===== src/hdl/ctt_pkg.sv =====
// ----------------------------------------------------------------------------
// ctt_pkg: shared types and codes for the callout timer table
// Command, result and table-entry layouts, operation and status codes, and
// the sequencer state type.
// ----------------------------------------------------------------------------
`default_nettype none

package ctt_pkg;

  localparam logic [2:0] OP_ADD     = 3'd0;
  localparam logic [2:0] OP_REMOVE  = 3'd1;
  localparam logic [2:0] OP_RESET   = 3'd2;
  localparam logic [2:0] OP_QUERY   = 3'd3;
  localparam logic [2:0] OP_PROCESS = 3'd4;
  localparam logic [2:0] OP_TICK    = 3'd5;

  localparam logic [1:0] STATUS_OK          = 2'd0;
  localparam logic [1:0] STATUS_FULL        = 2'd1;
  localparam logic [1:0] STATUS_NO_CALLBACK = 2'd2;

  typedef struct packed {
    logic [2:0]  op;
    logic [15:0] timer_handle;
    logic [31:0] delay_ticks;
    logic [7:0]  callback_id;
    logic [15:0] callback_arg;
  } ctt_cmd_t;

  typedef struct packed {
    logic [1:0]  status;
    logic        fired;
    logic [15:0] fired_handle;
    logic [7:0]  fired_callback;
    logic [15:0] fired_arg;
    logic [31:0] time_left;
    logic [4:0]  active_count;
  } ctt_rsp_t;

  typedef struct packed {
    logic        active;
    logic [15:0] handle;
    logic [7:0]  callback;
    logic [15:0] argument;
    logic [31:0] deadline;
  } ctt_entry_t;

  typedef enum logic [1:0] {
    ST_IDLE,
    ST_SCAN,
    ST_LAST,
    ST_FINISH
  } ctt_state_t;

endpackage

`default_nettype wire


===== src/hdl/callout_timer_table.sv =====
// ----------------------------------------------------------------------------
// callout_timer_table: table of software timers with a tick counter
// Top level joining the entry memory and the scan sequencer.
// ----------------------------------------------------------------------------
// Usage:
// A command item is taken when start is high and busy is low; cmd carries the
// operation and its operands. Every item gives exactly one result item on
// rsp, marked by done for a single cycle; the receiver cannot hold it off.
// Each item reads every table entry in turn, one per cycle through the
// memory's single read port, then writes at most one entry back. busy rises
// the cycle after acceptance; done appears after the closing state, in the
// first cycle with busy low again, and a new item can be taken from then on.
// Reset clears the tick count, the active count and the entry written flags;
// entries never written read as zero, so no clearing pass is run.
// ----------------------------------------------------------------------------
`default_nettype none

module callout_timer_table
  import ctt_pkg::*;
#(
  parameter int ENTRIES = 16
) (
  input  wire logic     clk,
  input  wire logic     rst,
  input  wire logic     start,
  input  wire ctt_cmd_t cmd,
  output      logic     busy,
  output      logic     done,
  output      ctt_rsp_t rsp
);

  localparam int IW = $clog2(ENTRIES);

  logic          rd_en, wr_en;
  logic [IW-1:0] rd_addr, wr_addr;
  ctt_entry_t    rd_entry, wr_data;

  ctt_store #(.ENTRIES(ENTRIES)) u_store (
    .clk      (clk),
    .rst      (rst),
    .rd_en    (rd_en),
    .rd_addr  (rd_addr),
    .rd_entry (rd_entry),
    .wr_en    (wr_en),
    .wr_addr  (wr_addr),
    .wr_data  (wr_data)
  );

  ctt_seq #(.ENTRIES(ENTRIES)) u_seq (
    .clk      (clk),
    .rst      (rst),
    .start    (start),
    .cmd      (cmd),
    .busy     (busy),
    .done     (done),
    .rsp      (rsp),
    .rd_en    (rd_en),
    .rd_addr  (rd_addr),
    .rd_entry (rd_entry),
    .wr_en    (wr_en),
    .wr_addr  (wr_addr),
    .wr_data  (wr_data)
  );

endmodule

`default_nettype wire


===== src/hdl/ctt_store.sv =====
// ----------------------------------------------------------------------------
// ctt_store: timer entry memory
// One synchronous memory of entries with a registered read port and a write
// port. Per-entry written flags make an entry that was never written read as
// all zeros, which is the table's reset content.
// ----------------------------------------------------------------------------
`default_nettype none

module ctt_store
  import ctt_pkg::*;
#(
  parameter int ENTRIES = 16,
  localparam int IW = $clog2(ENTRIES)
) (
  input  wire logic          clk,
  input  wire logic          rst,
  input  wire logic          rd_en,
  input  wire logic [IW-1:0] rd_addr,
  output      ctt_entry_t    rd_entry,
  input  wire logic          wr_en,
  input  wire logic [IW-1:0] wr_addr,
  input  wire ctt_entry_t    wr_data
);

  ctt_entry_t mem [ENTRIES];
  ctt_entry_t rd_q;
  logic       rd_ok;
  logic [ENTRIES-1:0] written;

  always_ff @(posedge clk) begin
    if (wr_en) begin
      mem[wr_addr] <= wr_data;
    end
    if (rd_en) begin
      rd_q  <= mem[rd_addr];
      rd_ok <= written[rd_addr];
    end
  end

  always_ff @(posedge clk) begin
    if (rst) begin
      written <= '0;
    end else if (wr_en) begin
      written[wr_addr] <= 1'b1;
    end
  end

  assign rd_entry = rd_ok ? rd_q : '0;

endmodule

`default_nettype wire


===== src/hdl/ctt_seq.sv =====
// ----------------------------------------------------------------------------
// ctt_seq: scan and update sequencer
// Walks the entry memory one address per cycle, picks the entry an operation
// acts on, then writes it back and forms the result in a closing cycle.
// ----------------------------------------------------------------------------
`default_nettype none

module ctt_seq
  import ctt_pkg::*;
#(
  parameter int ENTRIES = 16,
  localparam int IW = $clog2(ENTRIES),
  localparam int CW = $clog2(ENTRIES + 1)
) (
  input  wire logic          clk,
  input  wire logic          rst,
  input  wire logic          start,
  input  wire ctt_cmd_t      cmd,
  output      logic          busy,
  output      logic          done,
  output      ctt_rsp_t      rsp,
  output      logic          rd_en,
  output      logic [IW-1:0] rd_addr,
  input  wire ctt_entry_t    rd_entry,
  output      logic          wr_en,
  output      logic [IW-1:0] wr_addr,
  output      ctt_entry_t    wr_data
);

  localparam logic [IW-1:0] LAST_IDX = IW'(ENTRIES - 1);

  ctt_state_t state, state_next;
  ctt_cmd_t   cmd_q;
  ctt_entry_t hit;
  logic [IW-1:0] rd_idx, chk_idx, sel_idx, fresh_idx;
  logic       chk_valid, found, fresh_found, take;
  logic [31:0] now, now_next, sum;
  logic [CW-1:0] act_cnt, cnt_next;
  logic       upd, wr_req;
  ctt_rsp_t   rsp_next;

  always_ff @(posedge clk) begin
    if (rst) begin
      state <= ST_IDLE;
    end else begin
      state <= state_next;
    end
  end

  always_comb begin
    state_next = state;
    case (state)
      ST_IDLE:   if (start) state_next = ST_SCAN;
      ST_SCAN:   if (rd_idx == LAST_IDX) state_next = ST_LAST;
      ST_LAST:   state_next = ST_FINISH;
      ST_FINISH: state_next = ST_IDLE;
      default:   state_next = ST_IDLE;
    endcase
  end

  assign busy    = (state != ST_IDLE);
  assign rd_en   = (state == ST_SCAN);
  assign rd_addr = rd_idx;

  // Selection rule for the entry arriving from memory this cycle.
  always_comb begin
    case (cmd_q.op)
      OP_ADD: take = (rd_entry.handle == cmd_q.timer_handle) &&
                     (cmd_q.callback_arg == 16'd0 ||
                      rd_entry.argument == cmd_q.callback_arg);
      OP_REMOVE, OP_RESET, OP_QUERY:
        take = rd_entry.active && (rd_entry.handle == cmd_q.timer_handle);
      OP_PROCESS: take = rd_entry.active && (rd_entry.deadline != 32'd0) &&
                         (now >= rd_entry.deadline);
      default: take = 1'b0;
    endcase
  end

  always_ff @(posedge clk) begin
    if (rst) begin
      chk_valid <= 1'b0;
    end else begin
      chk_valid <= rd_en;
    end
  end

  always_ff @(posedge clk) begin
    chk_idx <= rd_idx;
    if (state == ST_IDLE && start) begin
      cmd_q       <= cmd;
      found       <= 1'b0;
      fresh_found <= 1'b0;
      rd_idx      <= '0;
    end else if (state == ST_SCAN) begin
      rd_idx <= rd_idx + 1'b1;
    end
    // The first hit stops further selection; the last free entry seen
    // before it is the highest-index free slot.
    if (chk_valid && !found) begin
      if (take) begin
        found   <= 1'b1;
        sel_idx <= chk_idx;
        hit     <= rd_entry;
      end else if (cmd_q.op == OP_ADD && !rd_entry.active) begin
        fresh_found <= 1'b1;
        fresh_idx   <= chk_idx;
      end
    end
  end

  assign sum = cmd_q.delay_ticks + now;
  assign upd = !found || (cmd_q.callback_arg != 16'd0) ||
               (hit.callback != cmd_q.callback_id);

  always_comb begin
    wr_req   = 1'b0;
    wr_addr  = sel_idx;
    wr_data  = hit;
    rsp_next = '0;
    cnt_next = act_cnt;
    now_next = now;
    case (cmd_q.op)
      OP_ADD: begin
        if (found || fresh_found) begin
          wr_req          = 1'b1;
          wr_addr         = found ? sel_idx : fresh_idx;
          wr_data.active   = 1'b1;
          wr_data.deadline = sum;
          if (upd) begin
            wr_data.handle   = cmd_q.timer_handle;
            wr_data.callback = cmd_q.callback_id;
            wr_data.argument = cmd_q.callback_arg;
          end
          if (!found || !hit.active) begin
            cnt_next = CW'(act_cnt + 1'b1);
          end
        end else begin
          rsp_next.status = STATUS_FULL;
        end
      end
      OP_REMOVE: begin
        if (found) begin
          wr_req         = 1'b1;
          wr_data.active = 1'b0;
          wr_data.handle = '0;
          cnt_next       = CW'(act_cnt - 1'b1);
        end
      end
      OP_RESET: begin
        if (found) begin
          wr_req           = 1'b1;
          wr_data.deadline = sum;
        end
      end
      OP_QUERY: begin
        if (found && hit.deadline > now) begin
          rsp_next.time_left = hit.deadline - now;
        end
      end
      OP_PROCESS: begin
        if (found) begin
          wr_req                  = 1'b1;
          wr_data.active          = 1'b0;
          wr_data.handle          = '0;
          cnt_next                = CW'(act_cnt - 1'b1);
          rsp_next.fired          = 1'b1;
          rsp_next.fired_handle   = hit.handle;
          rsp_next.fired_callback = hit.callback;
          rsp_next.fired_arg      = hit.argument;
          if (hit.callback == 8'd0) begin
            rsp_next.status = STATUS_NO_CALLBACK;
          end
        end
      end
      OP_TICK: now_next = now + 32'd1;
      default: ;
    endcase
    rsp_next.active_count = 5'(cnt_next);
  end

  assign wr_en = (state == ST_FINISH) && wr_req;

  always_ff @(posedge clk) begin
    if (rst) begin
      now     <= '0;
      act_cnt <= '0;
      done    <= 1'b0;
    end else begin
      done <= (state == ST_FINISH);
      if (state == ST_FINISH) begin
        now     <= now_next;
        act_cnt <= cnt_next;
      end
    end
  end

  always_ff @(posedge clk) begin
    if (state == ST_FINISH) begin
      rsp <= rsp_next;
    end
  end

endmodule

`default_nettype wire


===== config.mk =====
export PLATFORM = sky130hd
export DESIGN_NAME = callout_timer_table
export DESIGN_NICKNAME = d
export VERILOG_FILES = /design/src/hdl/ctt_pkg.sv /design/src/hdl/callout_timer_table.sv /design/src/hdl/ctt_store.sv /design/src/hdl/ctt_seq.sv
export SDC_FILE = /design/constraint.sdc
export NUM_CORES = 2
export LEC_CHECK = 0
export BUFFER_PORTS_ARGS = -buffer_cell sky130_fd_sc_hd__buf_2
export CAP_MARGIN = 10
export CELL_PAD_IN_SITES_DETAIL_PLACEMENT = 2
export CELL_PAD_IN_SITES_GLOBAL_PLACEMENT = 2
export CORE_ASPECT_RATIO = 0.9
export CORE_MARGIN = 1.5
export CORE_UTILIZATION = 42
export DETAILED_ROUTE_END_ITERATION = 10
export PLACE_DENSITY = 0.74
export SLEW_MARGIN = 20
export SYNTH_ARGS = -nofsm -noshare
export SYNTH_HDL_FRONTEND = slang
export SYNTH_HIERARCHICAL = 1
export SYNTH_SLANG_ARGS = --single-unit

===== constraint.sdc =====
create_clock -name clk -period 16.6 [get_ports clk]
set_input_delay 3.32 -clock clk [delete_from_list [all_inputs] [get_ports clk]]
set_output_delay 3.32 -clock clk [all_outputs]
set_load 0.05 [all_outputs]

# Word-level counts from Yosys, hierarchy flattened
# Memory sizes are Yosys's and may differ from the RTL's. A register that Yosys moved wholly into a read port is not among the register bits.
# Cells that the tools add are included.
[totals]
ff_bits = 304
ramBits = 1168
word_cells = 131
n_memories = 1
[mem_list]
columns = ["name", "words", "width", "read_ports", "rd_ports_with_merged_regs", "wr", "line", "rtl"]
rows = [
  ["u_store.mem", 16, 73, 1, 1, 1, "ctt_store.sv:25", "ctt_entry_t mem [ENTRIES];"],
]
[classes]
addsub = 6
magnitude_cmp = 5
eq_ne = 14
mux = 39
n_bitwise = 2
reduce_logical = 34
[op_table]
columns = ["cell", "n"]
rows = [
  ["2-to-1 mux 73 bit", 2],
  ["case mux 32 bit (2 select lines)", 1],
  ["2-to-1 mux 43 bit", 1],
  ["2-to-1 mux 40 bit", 1],
  ["case mux 17 bit (2 select lines)", 1],
  ["adder 32 x 1 -> 32 bit, second input constant", 1],
  ["adder 32 bit", 1],
  ["equality test 16 bit", 2],
  [">= comparator 32 bit", 1],
  ["> comparator 32 bit", 1],
  ["2-to-1 mux 32 bit", 1],
  ["nonzero test 32 bit", 1],
  ["subtractor 32 bit", 1],
  ["2-to-1 mux 24 bit", 1],
  ["2-to-1 mux 17 bit", 1],
  ["zero test 16 bit", 1],
  ["bitwise OR 16 bit", 1],
  ["nonzero test 16 bit", 1],
  ["2-to-1 mux 5 bit", 3],
  ["2-to-1 mux 1 bit", 14],
  ["2-to-1 mux 4 bit", 3],
  ["logical AND 1 bit", 10],
  ["< comparator 4 x 5 -> 1 bit, second input constant", 2],
  ["case mux 5 bit (2 select lines)", 1],
  ["31 further kinds", 47],
]

# Depth between registers and ports, before layout
[logic_depth]
ltp_word = 8
depth_mapped = 13

# Cells and area by module
# Netlist, hierarchy kept.
[modules_own_cells]
columns = ["module", "n_inst", "cells_per_inst", "area_per_inst_um2"]
rows = [
  ["ctt_store", 1, 2025, 47031.4],
  ["ctt_seq", 1, 1426, 15743.8],
]

# Worst setup path after synthesis
# Ideal clock, no wire load.
[synth_path]
path_kind = "register -> register"
startpoint = "register u_seq.state[0]"
endpoint = "memory u_store/mem[0][0] in the netlist's numbering, enable pin"
setup_time_ns = 0.594
arrival_ns = 8.606
slack_ns = 7.400
stages_incl_launch_ff = 6
path_buffers = 1
path_cell_list = "dfxtp_1 > ha_1 > buf_2 > a21boi_0 > or3b_1 > nor3_1"
[synth_between]
elab_chain_cells = 4
[synth_lines]
columns = ["element", "line", "rtl"]
rows = [
  ["start: declaration", "ctt_seq.sv:32", "ctt_state_t state, state_next;"],
  ["start signal: assignment", "ctt_seq.sv:46", "state <= state_next;"],
  ["equality test 2 bit", "ctt_seq.sv:181", "assign wr_en = (state == ST_FINISH) && wr_req;"],
  ["logical AND 1 bit", "ctt_seq.sv:181", ""],
  ["named net wr_en", "callout_timer_table.sv:34", "logic rd_en, wr_en;"],
  ["2-to-1 mux 1 bit", "ctt_store.sv:31", "if (wr_en) begin"],
  ["2-to-1 mux 1 bit (implied by the code)", "ctt_store.sv:32", "mem[wr_addr] <= wr_data;"],
  ["end: declaration", "ctt_store.sv:25", ""],
]
# The timed path passes the listed nets, and every way through them passes these cells.

# Worst setup path in the final report
[layout_path]
startpoint = "register u_seq.state[0]"
endpoint = "output busy"
[layout_between]
elab_chain_cells = 1
[layout_lines]
columns = ["element", "line", "rtl"]
rows = [
  ["nonzero test 2 bit", "ctt_seq.sv:61", "assign busy = (state != ST_IDLE);"],
  ["end: declaration", "callout_timer_table.sv:27", "output logic busy,"],
]
# No other way between the ends.

==> flow_metrics.tcl <==
set metrics [dict create \
    grt_pass1_wl_um 277000 \
    syn_area_um2 62800 \
    hold_class "register to register" \
    design.core.area_um2 148000 \
    violations "DRC" \
    h-tree-depth 4 \
    vias 34400 \
    cp.required_ns 13.28 \
    grt_pass1_vias 37700 \
    crit_start "u_seq/state[0]" \
    wire_per_inst_um 33.2 \
    yosysUniqueCellTypes 81 \
    tightest_slew_ns 1.19 \
    drive_gt1_share_pct 22.4 \
    setup_tns_ns 0 \
    hold_buffers 0 \
    synth_cells 3451 \
    hold_violations 0 \
    fin_crit_sh_pct 33.0 \
    ios 160 \
    final_net_count 3891 \
    synth_area_leaders "edfxtp_1 71%, mux4_2 11%, dfxtp_1 2.1%" \
    p_leak_nw 23.2 \
    final_cell_mix "1478 x edfxtp_1, 296 x mux4_2, 180 x nand2_1" \
    die_w_um 411 \
    fin_util_pct 48.1 \
    cts_buffers 161 \
    io_buffers 159 \
    place.gp.congestion 0.779 \
    hold_ws_ns 0.454 \
    grt_use_total_pct 25.6 \
    final_common_cell "edfxtp_1" \
    synth-edff-count 1478 \
    crit_fanout 4 \
    place_area_um2 66100 \
    die_area_um2 152000 \
    rsz0062_at_grt "no" \
    area_delta_synth_final_pct 13.7 \
    crit_type "register to primary output" \
    clockBufferDepth 3 \
    outcome "finished, violations left" \
    drt-pass1-iter-count 10 \
    ys_seq_elements 1545 \
    root_buffer "clkbuf_16" \
    setup_viol 0 \
    cts.repair.resized 0 \
    path_clk_slew_ns 0.07 \
    end_kind "primary output" \
    yosysSeqAreaShare_pct 72.8 \
    slew_violations 0 \
    fp.dieH_um 370 \
    place.detailed.hpwl_um 115000 \
    timing.rr.start "u_seq/cmd_q[72]" \
    clk_latency_ns 0.82 \
    antenna_found_initial 4 \
    yosys_warnings 6 \
    synth-async-reset-ratio_pct 0 \
    worst_hold_startpoint "u_seq/chk_idx[1]" \
    start_kind "register" \
    synth_flop_cell "edfxtp_1" \
    syn-num-nets 3635 \
    cts_tree "yes" \
    synth_area_per_cell_um2 18.2 \
    synth_top_area_share_pct 70.7 \
    irDropWorstVdd_mv 0.112 \
    drt_iter0_drc 2997 \
    rows 134 \
    min_period_ns 5.48 \
    start_util_pct 42.3 \
    drt_wl_total_um 193000 \
    post-cts-setup-buffer-count 0 \
    cts_sinks 1545 \
    timing.fmax_ghz 0.183 \
    critPathArrivalTime_ns 2.16 \
    antenna_left 0 \
    power_density_nw_per_um2 139 \
    grt_start_max_net_pins 127 \
    fin_area_um2 71400 \
    grt_overflow_total 0 \
    max_slew_margin_pct 20.1 \
    drc 32 \
    skew_ns 0.0611 \
    yosysTopAreaCell "edfxtp_1" \
    max_cap_viol_count 0 \
    avgViaCountPerCell 5.91 \
]
metrics by stage:
step,power (mW),worst slack [ns],instances
final,9.92,11.12,5815
after global routing,10.3,11.04,5812
after CTS,10.0,11.08,5811
after detailed placement,6.39,11.34,5515
after global placement,6.31,11.47,5515
after floorplan,5.90,7.40,3451
logic make-up after synthesis:
logic type | after synthesis | share of synthesized area (%)
AO/OA/AOI/OAI | 465 | 5.12
XOR/XNOR | 126 | 1.76
adder cells (fa/ha/maj) | 106 | 2.14
buffers and inverters | 242 | 1.79
flip-flops | 1545 | 72.8
multiplexers | 331 | 11.2
AND/OR/NAND/NOR | 636 | 5.12
layout make-up:
| class | count | area (um2) |
|---|---|---|
| multi-input cells | 1664 | 16100 |
| diodes | 3 | 7.51 |
| flip-flops and latches | 1545 | 45700 |
| clock inverters | 97 | 915 |
| clock buffers | 199 | 4290 |
| repair buffers | 245 | 1470 |
| inverters | 90 | 340 |
| fillers | 13400 | 77000 |
| well taps | 1972 | 2470 |
state kept, by name (all words and copies together), names as in the netlist, 5 cells and up:
register,flops
u_seq/rsp,80
u_store/rd_q,73
u_store/written,16
u_seq/hit,73
u_seq/now,32
u_seq/cmd_q,75
u_store/mem,1168
u_seq/act_cnt,5
path summary, 6_finish.rpt:
path                    endpoint  slack, ns  depth (start not counted)
min             u_seq/sel_idx[1]       0.45                          0
min reg2reg     u_seq/sel_idx[1]       0.45                          0
max                         busy      11.12                          4
max reg2reg  u_store/mem[14][46]      11.59                          7
routing by layer:
layer	routed length (um)	track usage (%)	vias up	share of wire, %
li1	-	-	14300	-
met1	77000	32.5	18600	40
met2	101000	45.6	1100	52
met3	9760	3.58	287	5.1
met4	5140	7.39	2	2.7
met5	14	0	-	0.0073
cell usage after synthesis (all sizes together), types with 4 or more instances:
library cell / count
mux2: 29
or2: 5
nor2: 139
nand2: 180
or3: 12
clkbuf: 79
o21a: 7
nand2b: 10
a22o: 17
and4: 4
buf: 73
a21o: 43
xnor2: 68
a22oi: 149
nor4: 24
ha: 104
o211ai: 8
nand3b: 7
dfxtp: 67
nor3: 29
and3: 16
o21ai: 67
o2111ai: 4
inv: 90
a21oi: 90
a211oi: 13
mux4: 296
o31ai: 5
nand4: 33
xor2: 58
a31o: 5
mux2i: 6
nand3: 28
a221oi: 5
nor2b: 16
o21bai: 8
a31oi: 15
and2: 119
edfxtp: 1478
critical path, stage by stage, from the launching register on:
cell	delay (ns)
dfxtp_1	0.50
inv_1	0.17
ha_1	0.26
inv_1	0.09
buf_2	0.31
power breakdown:
part	leakage [nW]	switching (mW)	total [mW]	internal, mW
registers	13.9	0.152	4.62	4.47
logic	6.77	0.952	1.68	0.731
clock network	2.55	1.58	3.61	2.03
total	23.2	2.69	9.92	7.23
No activity file was read; power rests on OpenSTA's default activity.
